`src/pccs_pkg.sv`:
```
// ============================================================================
// pccs_pkg
// Shared types and constants for the particle cell counting sort block:
// field widths, mode codes and the controller/datapath command and status.
// ============================================================================
package pccs_pkg;

    // Default capacities.
    localparam int DEF_MAX_PARTICLES = 1024;
    localparam int DEF_MAX_CELLS     = 4096;

    // Field widths of the input and result words.
    localparam int MODE_W   = 2;
    localparam int CELL_W   = 12;
    localparam int SLOT_W   = 10;
    localparam int PNUM_W   = 10;
    localparam int START_W  = 11;
    localparam int COUNT_W  = 11;
    localparam int CFG_W    = 13;

    // Reset value of the cells-in-use register.
    localparam logic [CFG_W-1:0] CELLS_RESET = 13'd4096;

    // Operation codes carried in the mode field.
    typedef enum logic [MODE_W-1:0] {
        MODE_LOAD = 2'd0,
        MODE_SLOT = 2'd1,
        MODE_CELL = 2'd2,
        MODE_NONE = 2'd3
    } t_mode;

    // Commands from the controller to the datapath.
    typedef struct packed {
        logic accept_en;  // input words may be taken
        logic clr_en;     // clear one histogram entry
        logic scan_init;  // reset scan sum and scatter index
        logic scan_en;    // issue one scan read
        logic scat_en;    // issue one scatter read
        logic set_done;   // the sort is complete
    } t_cmd;

    // Status from the datapath to the controller.
    typedef struct packed {
        logic load_last;   // the load marked last was taken
        logic cnt_last;    // cell counter is at the final cell
        logic scat_last;   // scatter index is at the final particle
        logic scat_empty;  // no particles were accepted
        logic scat_busy;   // scatter pipeline still holds work
    } t_sts;

endpackage

```
`src/pccs_ctrl.sv`:
```
// ============================================================================
// pccs_ctrl
// Sequencer of the sort: histogram clear after reset, idle load/query phase,
// prefix scan over all cells and scatter over the loaded particles.
// ============================================================================
module pccs_ctrl import pccs_pkg::*; (
    input  logic i_clk,
    input  logic i_rst_n,
    input  t_sts i_sts,
    output t_cmd o_cmd
);

    typedef enum logic [6:0] {
        ST_CLEAR    = 7'b0000001,
        ST_IDLE     = 7'b0000010,
        ST_FLUSH    = 7'b0000100,
        ST_SCAN     = 7'b0001000,
        ST_SCAN_END = 7'b0010000,
        ST_SCAT     = 7'b0100000,
        ST_FINISH   = 7'b1000000
    } t_state;

    t_state r_state;
    t_state n_state;

    // Next state and command decode.
    always_comb begin
        n_state = r_state;
        o_cmd   = '0;
        case (r_state)
            ST_CLEAR: begin
                o_cmd.clr_en = 1'b1;
                if (i_sts.cnt_last) begin
                    n_state = ST_IDLE;
                end
            end
            ST_IDLE: begin
                o_cmd.accept_en = 1'b1;
                if (i_sts.load_last) begin
                    n_state = ST_FLUSH;
                end
            end
            ST_FLUSH: begin
                // The final histogram update lands during this cycle.
                o_cmd.scan_init = 1'b1;
                n_state         = ST_SCAN;
            end
            ST_SCAN: begin
                o_cmd.scan_en = 1'b1;
                if (i_sts.cnt_last) begin
                    n_state = ST_SCAN_END;
                end
            end
            ST_SCAN_END: begin
                n_state = i_sts.scat_empty ? ST_FINISH : ST_SCAT;
            end
            ST_SCAT: begin
                o_cmd.scat_en = 1'b1;
                if (i_sts.scat_last) begin
                    n_state = ST_FINISH;
                end
            end
            ST_FINISH: begin
                if (!i_sts.scat_busy) begin
                    o_cmd.set_done = 1'b1;
                    n_state        = ST_IDLE;
                end
            end
            default: begin
                n_state = ST_IDLE;
            end
        endcase
    end

    // State register.
    always_ff @(posedge i_clk) begin
        if (!i_rst_n) begin
            r_state <= ST_CLEAR;
        end else begin
            r_state <= n_state;
        end
    end

endmodule

```
`config.mk`:
```
export PLATFORM = sky130hd
export DESIGN_NAME = pccs_ctrl
export DESIGN_NICKNAME = d
export VERILOG_FILES = /design/src/pccs_pkg.sv /design/src/pccs_ctrl.sv
export SDC_FILE = /design/constraint.sdc
export NUM_CORES = 1
export LEC_CHECK = 0
export BUFFER_PORTS_ARGS = -buffer_cell sky130_fd_sc_hd__buf_2
export CORE_AREA = 3 3 40 42
export CTS_BUF_LIST = sky130_fd_sc_hd__clkbuf_4 sky130_fd_sc_hd__clkbuf_8
export DETAILED_ROUTE_END_ITERATION = 10
export DIE_AREA = 0 0 43 45
export SLEW_MARGIN = 20
export SYNTH_ARGS = -nofsm -noshare
export SYNTH_HDL_FRONTEND = slang
export SYNTH_SLANG_ARGS = --single-unit
```
`constraint.sdc`:
```
create_clock -name i_clk -period 4 [get_ports i_clk]
set_input_delay 0.6 -clock i_clk [delete_from_list [all_inputs] [get_ports i_clk]]
set_output_delay 0.6 -clock i_clk [all_outputs]
set_load 0.005 [all_outputs]
```
Word-level counts from Yosys, hierarchy flattened
Cells that the tools add are included.
Word-level totals
  register bits: 7
  bits in latches: 0
  RAM bits: 0
  bits in read-only memories: 0
  input bits: 7
  output and inout port bits: 6
  memories kept: 0
Operators by class
  add/sub/neg operators: 0
  multipliers: 0
  divide/modulo/power cells: 0
  order comparisons: 0
  equality and inequality tests: 12
  shifts and indexed selects: 0
  mux-type cells: 14
  bitwise logic cells: 0
  reductions and logical operators: 1
Operators with widths (count)
  case mux 7 bit (7 select lines): 1
  two-way mux 7 bit: 6
  != test 2 bit (second input constant): 5
  equality test 7 x 1 -> 1 bit (second input constant): 1
  equality test 7 x 2 -> 1 bit (second input constant): 1
  equality test 7 x 3 -> 1 bit (second input constant): 1
  equality test 7 x 4 -> 1 bit (second input constant): 1
  equality test 7 x 5 -> 1 bit (second input constant): 1
  equality test 7 x 6 -> 1 bit (second input constant): 1
  equality test 7 bit (second input constant): 1
  two-way mux 1 bit: 7
  AND reduction 5 bit: 1

Depth between registers and ports, before layout
Gate-level depths: netlist of the first run.
  depth in word-level cells: 3
  gate-level depth with buffers: 5
  mapped depth without buffers: 4

Worst setup path before layout of the first run
OpenSTA, ideal clock, no wires.
  kind: reg2out
  from: register r_state[4]
  to: output port o_cmd[4] (netlist bit)
  arrival time: 1.360 ns
  data required time: 3.400 ns
  setup slack: 2.040 ns
  stages on the path, launching flop included: 4
  path buffers: 1
  path through: dfxtp_1 -> buf_6 -> or4_4 -> nor4b_1
RTL lines
  start: declaration: RTL line pccs_ctrl.sv:23  | t_state r_state;
  start signal: assignment: RTL line pccs_ctrl.sv:80  | r_state <= n_state;
  end: declaration: RTL line pccs_ctrl.sv:10  | output t_cmd o_cmd

==> results of run 1 <==
## layer usage
layer | GRT usage | wire [µm] | vias to the layer above
met4 | 0.05422 | 11 | 0
met1 | 0.1743 | 511 | 227
met5 | 0 | 0 | -
met3 | 0.06375 | 106 | 2
met2 | 0.2036 | 512 | 23
li1 | - | - | 258
## kinds of logic (layout without fill, tap and decap cells)
group | after synthesis | after routing | synth area share
flip-flops | 7 | 7 | 0.2765
AO/OA/AOI/OAI | 15 | 15 | 0.2247
AND/OR/NAND/NOR | 28 | 28 | 0.3580
XOR/XNOR | 1 | 1 | 0.01729
buffers and inverters | 11 | 21 | 0.1234
## tightest hold or removal path, cell delays in order
cell	delay, ns
buf_2	0.11
nand2_1	0.05
nor2_1	0.03
## where the power goes
group | total, mW | switching [mW] | internal, mW
Combinational | 0.0290 | 0.0146 | 0.0144
Sequential | 0.0773 | 0.00515 | 0.0721
Clock | 0.0640 | 0.0274 | 0.0366
Total | 0.170 | 0.0472 | 0.123
## worst paths after layout
path,start,end,slack (ns),cells past startpoint
hold / removal,i_sts[4],r_state[2],0.58,3
setup reg to reg,r_state[4],r_state[3],2.18,4
hold reg to reg,r_state[6],r_state[1],0.68,2
setup / recovery,r_state[4],o_cmd[4],1.61,3
## through the flow
stage                     area (µm²)  worst slack, ns  hold slack (ns)
after global routing           569.3            1.530           0.5880
after global placement         541.8            1.935           0.6809
after detailed placement       541.8            1.890           0.6523
after CTS                      569.3            1.617           0.5789
after floorplan                506.7            2.040           0.5847
final                          569.3            1.607           0.5816
## layout by cell type (no fill, tap or decap), types with 2 or more instances in the layout
cell | netlist | layout
buf_2 | 1 | 12
nor3b_1 | 2 | 2
o21a_1 | 2 | 2
a21oi_1 | 2 | 2
nand2_1 | 3 | 3
nand3_1 | 3 | 3
inv_1 | 5 | 5
nor4b_1 | 2 | 2
nor4_1 | 4 | 4
nor2_1 | 4 | 4
a31oi_1 | 2 | 2
or4_4 | 2 | 2
clkbuf_4 | 0 | 3
nand2b_1 | 2 | 2
dfxtp_1 | 7 | 7
## cell type report
| cell class | instances | area, µm² |
|---|---|---|
| clock inverter | 1 | 5.005 |
| tap | 15 | 18.77 |
| clock buffer | 3 | 22.52 |
| inverter | 5 | 18.77 |
| fill | 138 | 715.7 |
| sequential | 7 | 140.1 |
| multi-input combinational | 44 | 304.0 |
| timing repair buffer | 12 | 60.06 |
==> results.cfg, run 1 <==
[sta]
max-slew-margin-rel = 0.6930
finClkSkew_ns = 0.008414
finalHoldViolations = 0
setup_viol = 0
rsz0062_at_grt = no
period_needed_ns = 2.393
fin_setup_tns_ns = 0
tightestPinTransition_ns = 0.4570
maxSlewViolCount = 0
finalCritPeriodShare = 0.5981
fmax_mhz = 418.0

[critical_path]
crit_required_ns = 3.40
cp_max_fo = 9
crit_path_end_kind = output pin
critPathBufInv = 1
path_class = reg -> out
path_delay_family = simple AND/OR/NAND/NOR gates
cp_slowest_cell = or4_4
slowest_delay_ns = 0.57
arrival_ns = 1.79
start_kind = register
crit_path_cell_trace = or4_4 > nor4b_1 > buf_2

[floorplan]
dieArea_um2 = 1935
dieHeight_um = 45
rows = 13
coreArea_um2 = 1285
io_pins = 13
start_util = 0.3944
dieWidth_um = 43

[global_routing]
grt_max_degree = 11
grt_remaining_overflow = 0
grt_pass1_vias = 457
antenna_found_initial = 0
grt_pass1_wl_um = 1966
grt.total_usage = 0.1376

[yosys]
ys_seq_elements = 7
synth.cell_area_um2 = 506.7
synth_cells = 62
netlist_top_cells_count = dfxtp_1, inv_1, nor2_1, nor4_1
synth-warning-count = 0
synth_top_cell_by_area = dfxtp_1
syn-num-nets = 69
synth_edf_count = 0
synth_most_common_cell = dfxtp_1
netlist.area_leader.share = 0.2765
seq_area_frac_synth = 0.2765
netlist_top_cells_area = dfxtp_1, nor4_1, buf_6
syn_avg_cell_area_um2 = 8.173
synthArstFlopShare = 0
synth_ff_type = dfxtp_1
ys_types = 34

[placement]
place_inst = 83
place_congestion = 0.8240
numPortBuffers = 12
dpl.hpwl_um = 877.1

[cts]
clock_tree.root_cell = clkbuf_4
numCtsBuffers = 3
cts_setup_buffers = 0
clk_latency_ns = 0.25
ctsHoldBuffers = 0
clk_pin_slew_ns = 0.06
clock-sinks = 7
postCtsResizedCells = 0
htree_num_levels = 1
cts_tree = done
cts_max_path_buffers = 2

[final_layout]
syn_to_final_growth_pct = 12.35
largest_reg_flops = 7
reg.largest.list = r_state (7)
nNetsFinal = 80
drive_gt1_frac = 0.2639
n_antenna_cell = 0
largest-register = r_state
final_util = 0.4430
stdcell_count = 87

[power_and_ir_drop]
p_leak_nw = 0.2399
finalPower_uw = 170.3
peakVddDrop_uv = 183.8
powerDensity_nw_per_um2 = 299.2

[detailed_routing]
route.detailed.drc = 0
via_per_inst = 5.862
ant_nets = 0
avgRoutedWirePerCell_um = 13.13
drt_iter0_drc = 23
firstDrtPassIters = 4
wl_um = 1142
vias = 510

[hold_path]
hold_path_class = in -> reg

[outcome]
status = finished clean

[job]
maxCapViolCount = 0
Note: power is estimated with default switching activity, not from simulation.
==> run 2, diff against run 1 <==
clock period = 2.2 ns   (was 4 ns; I/O delays follow)
==> run 2 against run 1 <==
Against the previous run: clock power increased by 95%; critical path depth unchanged; non-clock buffer count unchanged; core utilization increased by 0.68 points; global-route usage about the same; first-iteration DRC count increased by 57%; clock-buffer cell count increased by 1; sequential share of layout area decreased by 0.37 points; sequential cell count unchanged; wire length increased by 3.2%.
==> results.cfg, run 2 (same netlist as run 1, synthesis figures left out) <==
[outcome]
status = finished clean

[sta]
layout_setup_ws_ns = 0.1599
fmax_mhz = 490.2
maxSlewViolCount = 0
rsz0062_at_grt = no
finClkSkew_ns = 0.006161
max-slew-margin-rel = 0.6599
finalCritPeriodShare = 0.9273
setup_viol = 0
tightestPinTransition_ns = 0.5055
period_needed_ns = 2.040
whs_ns = 0.3322
finalHoldViolations = 0
fin_setup_tns_ns = 0

[cts]
cts_setup_buffers = 0
ctsHoldBuffers = 0
numCtsBuffers = 3
clk_pin_slew_ns = 0.05
postCtsResizedCells = 0
clock-sinks = 7
clk_latency_ns = 0.25
clock_tree.root_cell = clkbuf_4
cts_max_path_buffers = 2
cts_tree = done
htree_num_levels = 1

[global_routing]
antenna_found_initial = 0
grt_pass1_vias = 474
grt_remaining_overflow = 0
grt_max_degree = 11
grt.total_usage = 0.1378
grt_pass1_wl_um = 2035

[final_layout]
n_antenna_cell = 0
drive_gt1_frac = 0.2778
largest_reg_flops = 7
largest-register = r_state
reg.largest.list = r_state (7)
nNetsFinal = 80
final_common_cell = buf_2
final_cell_mix = buf_2, dfxtp_1, inv_1
syn_to_final_growth_pct = 14.07

[floorplan]
dieArea_um2 = 1935
rows = 13
dieHeight_um = 45
dieWidth_um = 43
start_util = 0.3944
io_pins = 13
coreArea_um2 = 1285

[detailed_routing]
drt_iter0_drc = 36
vias = 520
via_per_inst = 5.977
firstDrtPassIters = 4
route.detailed.drc = 0
wl_um = 1178
avgRoutedWirePerCell_um = 13.54
ant_nets = 0

[placement]
place_ws_ns = 0.3810
place_congestion = 0.7822
dpl.hpwl_um = 901.8
numPortBuffers = 12

[power_and_ir_drop]
powerDensity_nw_per_um2 = 554.1
peakVddDrop_uv = 230.7
p_leak_nw = 0.2431
finalPower_uw = 320.3

[critical_path]
start_kind = register
cp_max_fo = 8
crit_path_end_kind = output pin
path_class = reg -> out
arrival_ns = 1.71
crit_required_ns = 1.87

[hold_path]
hold_path_class = in -> reg

[job]
maxCapViolCount = 0
==> run 2: changes by cell type in the layout (fill, tap and decap cells not counted), sizes merged <==
cell / before / now
clkinv: 1 / 0
clkbuf: 3 / 4
==> run 2: final cells by class <==
cell class,instances,area (µm²)
clock buffers,4,30.03
fillers,131,706.9
inverters,5,18.77
multi-input cells,44,310.3
flip-flops and latches,7,140.1
well taps,15,18.77
repair buffers,12,60.06
==> run 2: metal layers <==
layer  vias up  global-route usage  share of wire
met5         -                   0              0
met3         0             0.01992          0.082
met1       237              0.1703           0.43
met2        28              0.2335           0.49
li1        255                   -              -
met4         0             0.07229              0
==> run 2: path summary, 6_finish.rpt <==
path              start          to  slack [ns]  cells past startpoint
max          r_state[2]    o_cmd[5]        0.16                      3
min reg2reg  r_state[6]  r_state[1]        0.70                      2
min            i_sts[4]  r_state[2]        0.33                      3
max reg2reg  r_state[4]  r_state[3]        0.35                      4
==> run 2: through the flow <==
stage	instance area (µm²)	util	cells
final	578.1	0.4499	87
after global routing	578.1	0.4499	87
after CTS	571.8	0.4450	87
after detailed placement	541.8	0.4216	83
after global placement	541.8	0.4216	83
after floorplan	506.7	-	62
==> run 2: where the power goes <==
part	total (mW)	internal (mW)	leakage (nW)	switching, mW
Sequential	0.141	0.131	0.0571	0.00932
Clock	0.125	0.0813	0.0184	0.0441
Combinational	0.0543	0.0271	0.168	0.0271
Total	0.320	0.240	0.243	0.0806
==> run 2: worst max-delay path, cell delays in order (launching register included) <==
cell and delay, ns:
dfxtp_1 0.38, or3_1 0.42, nor4_1 0.46, buf_2 0.21
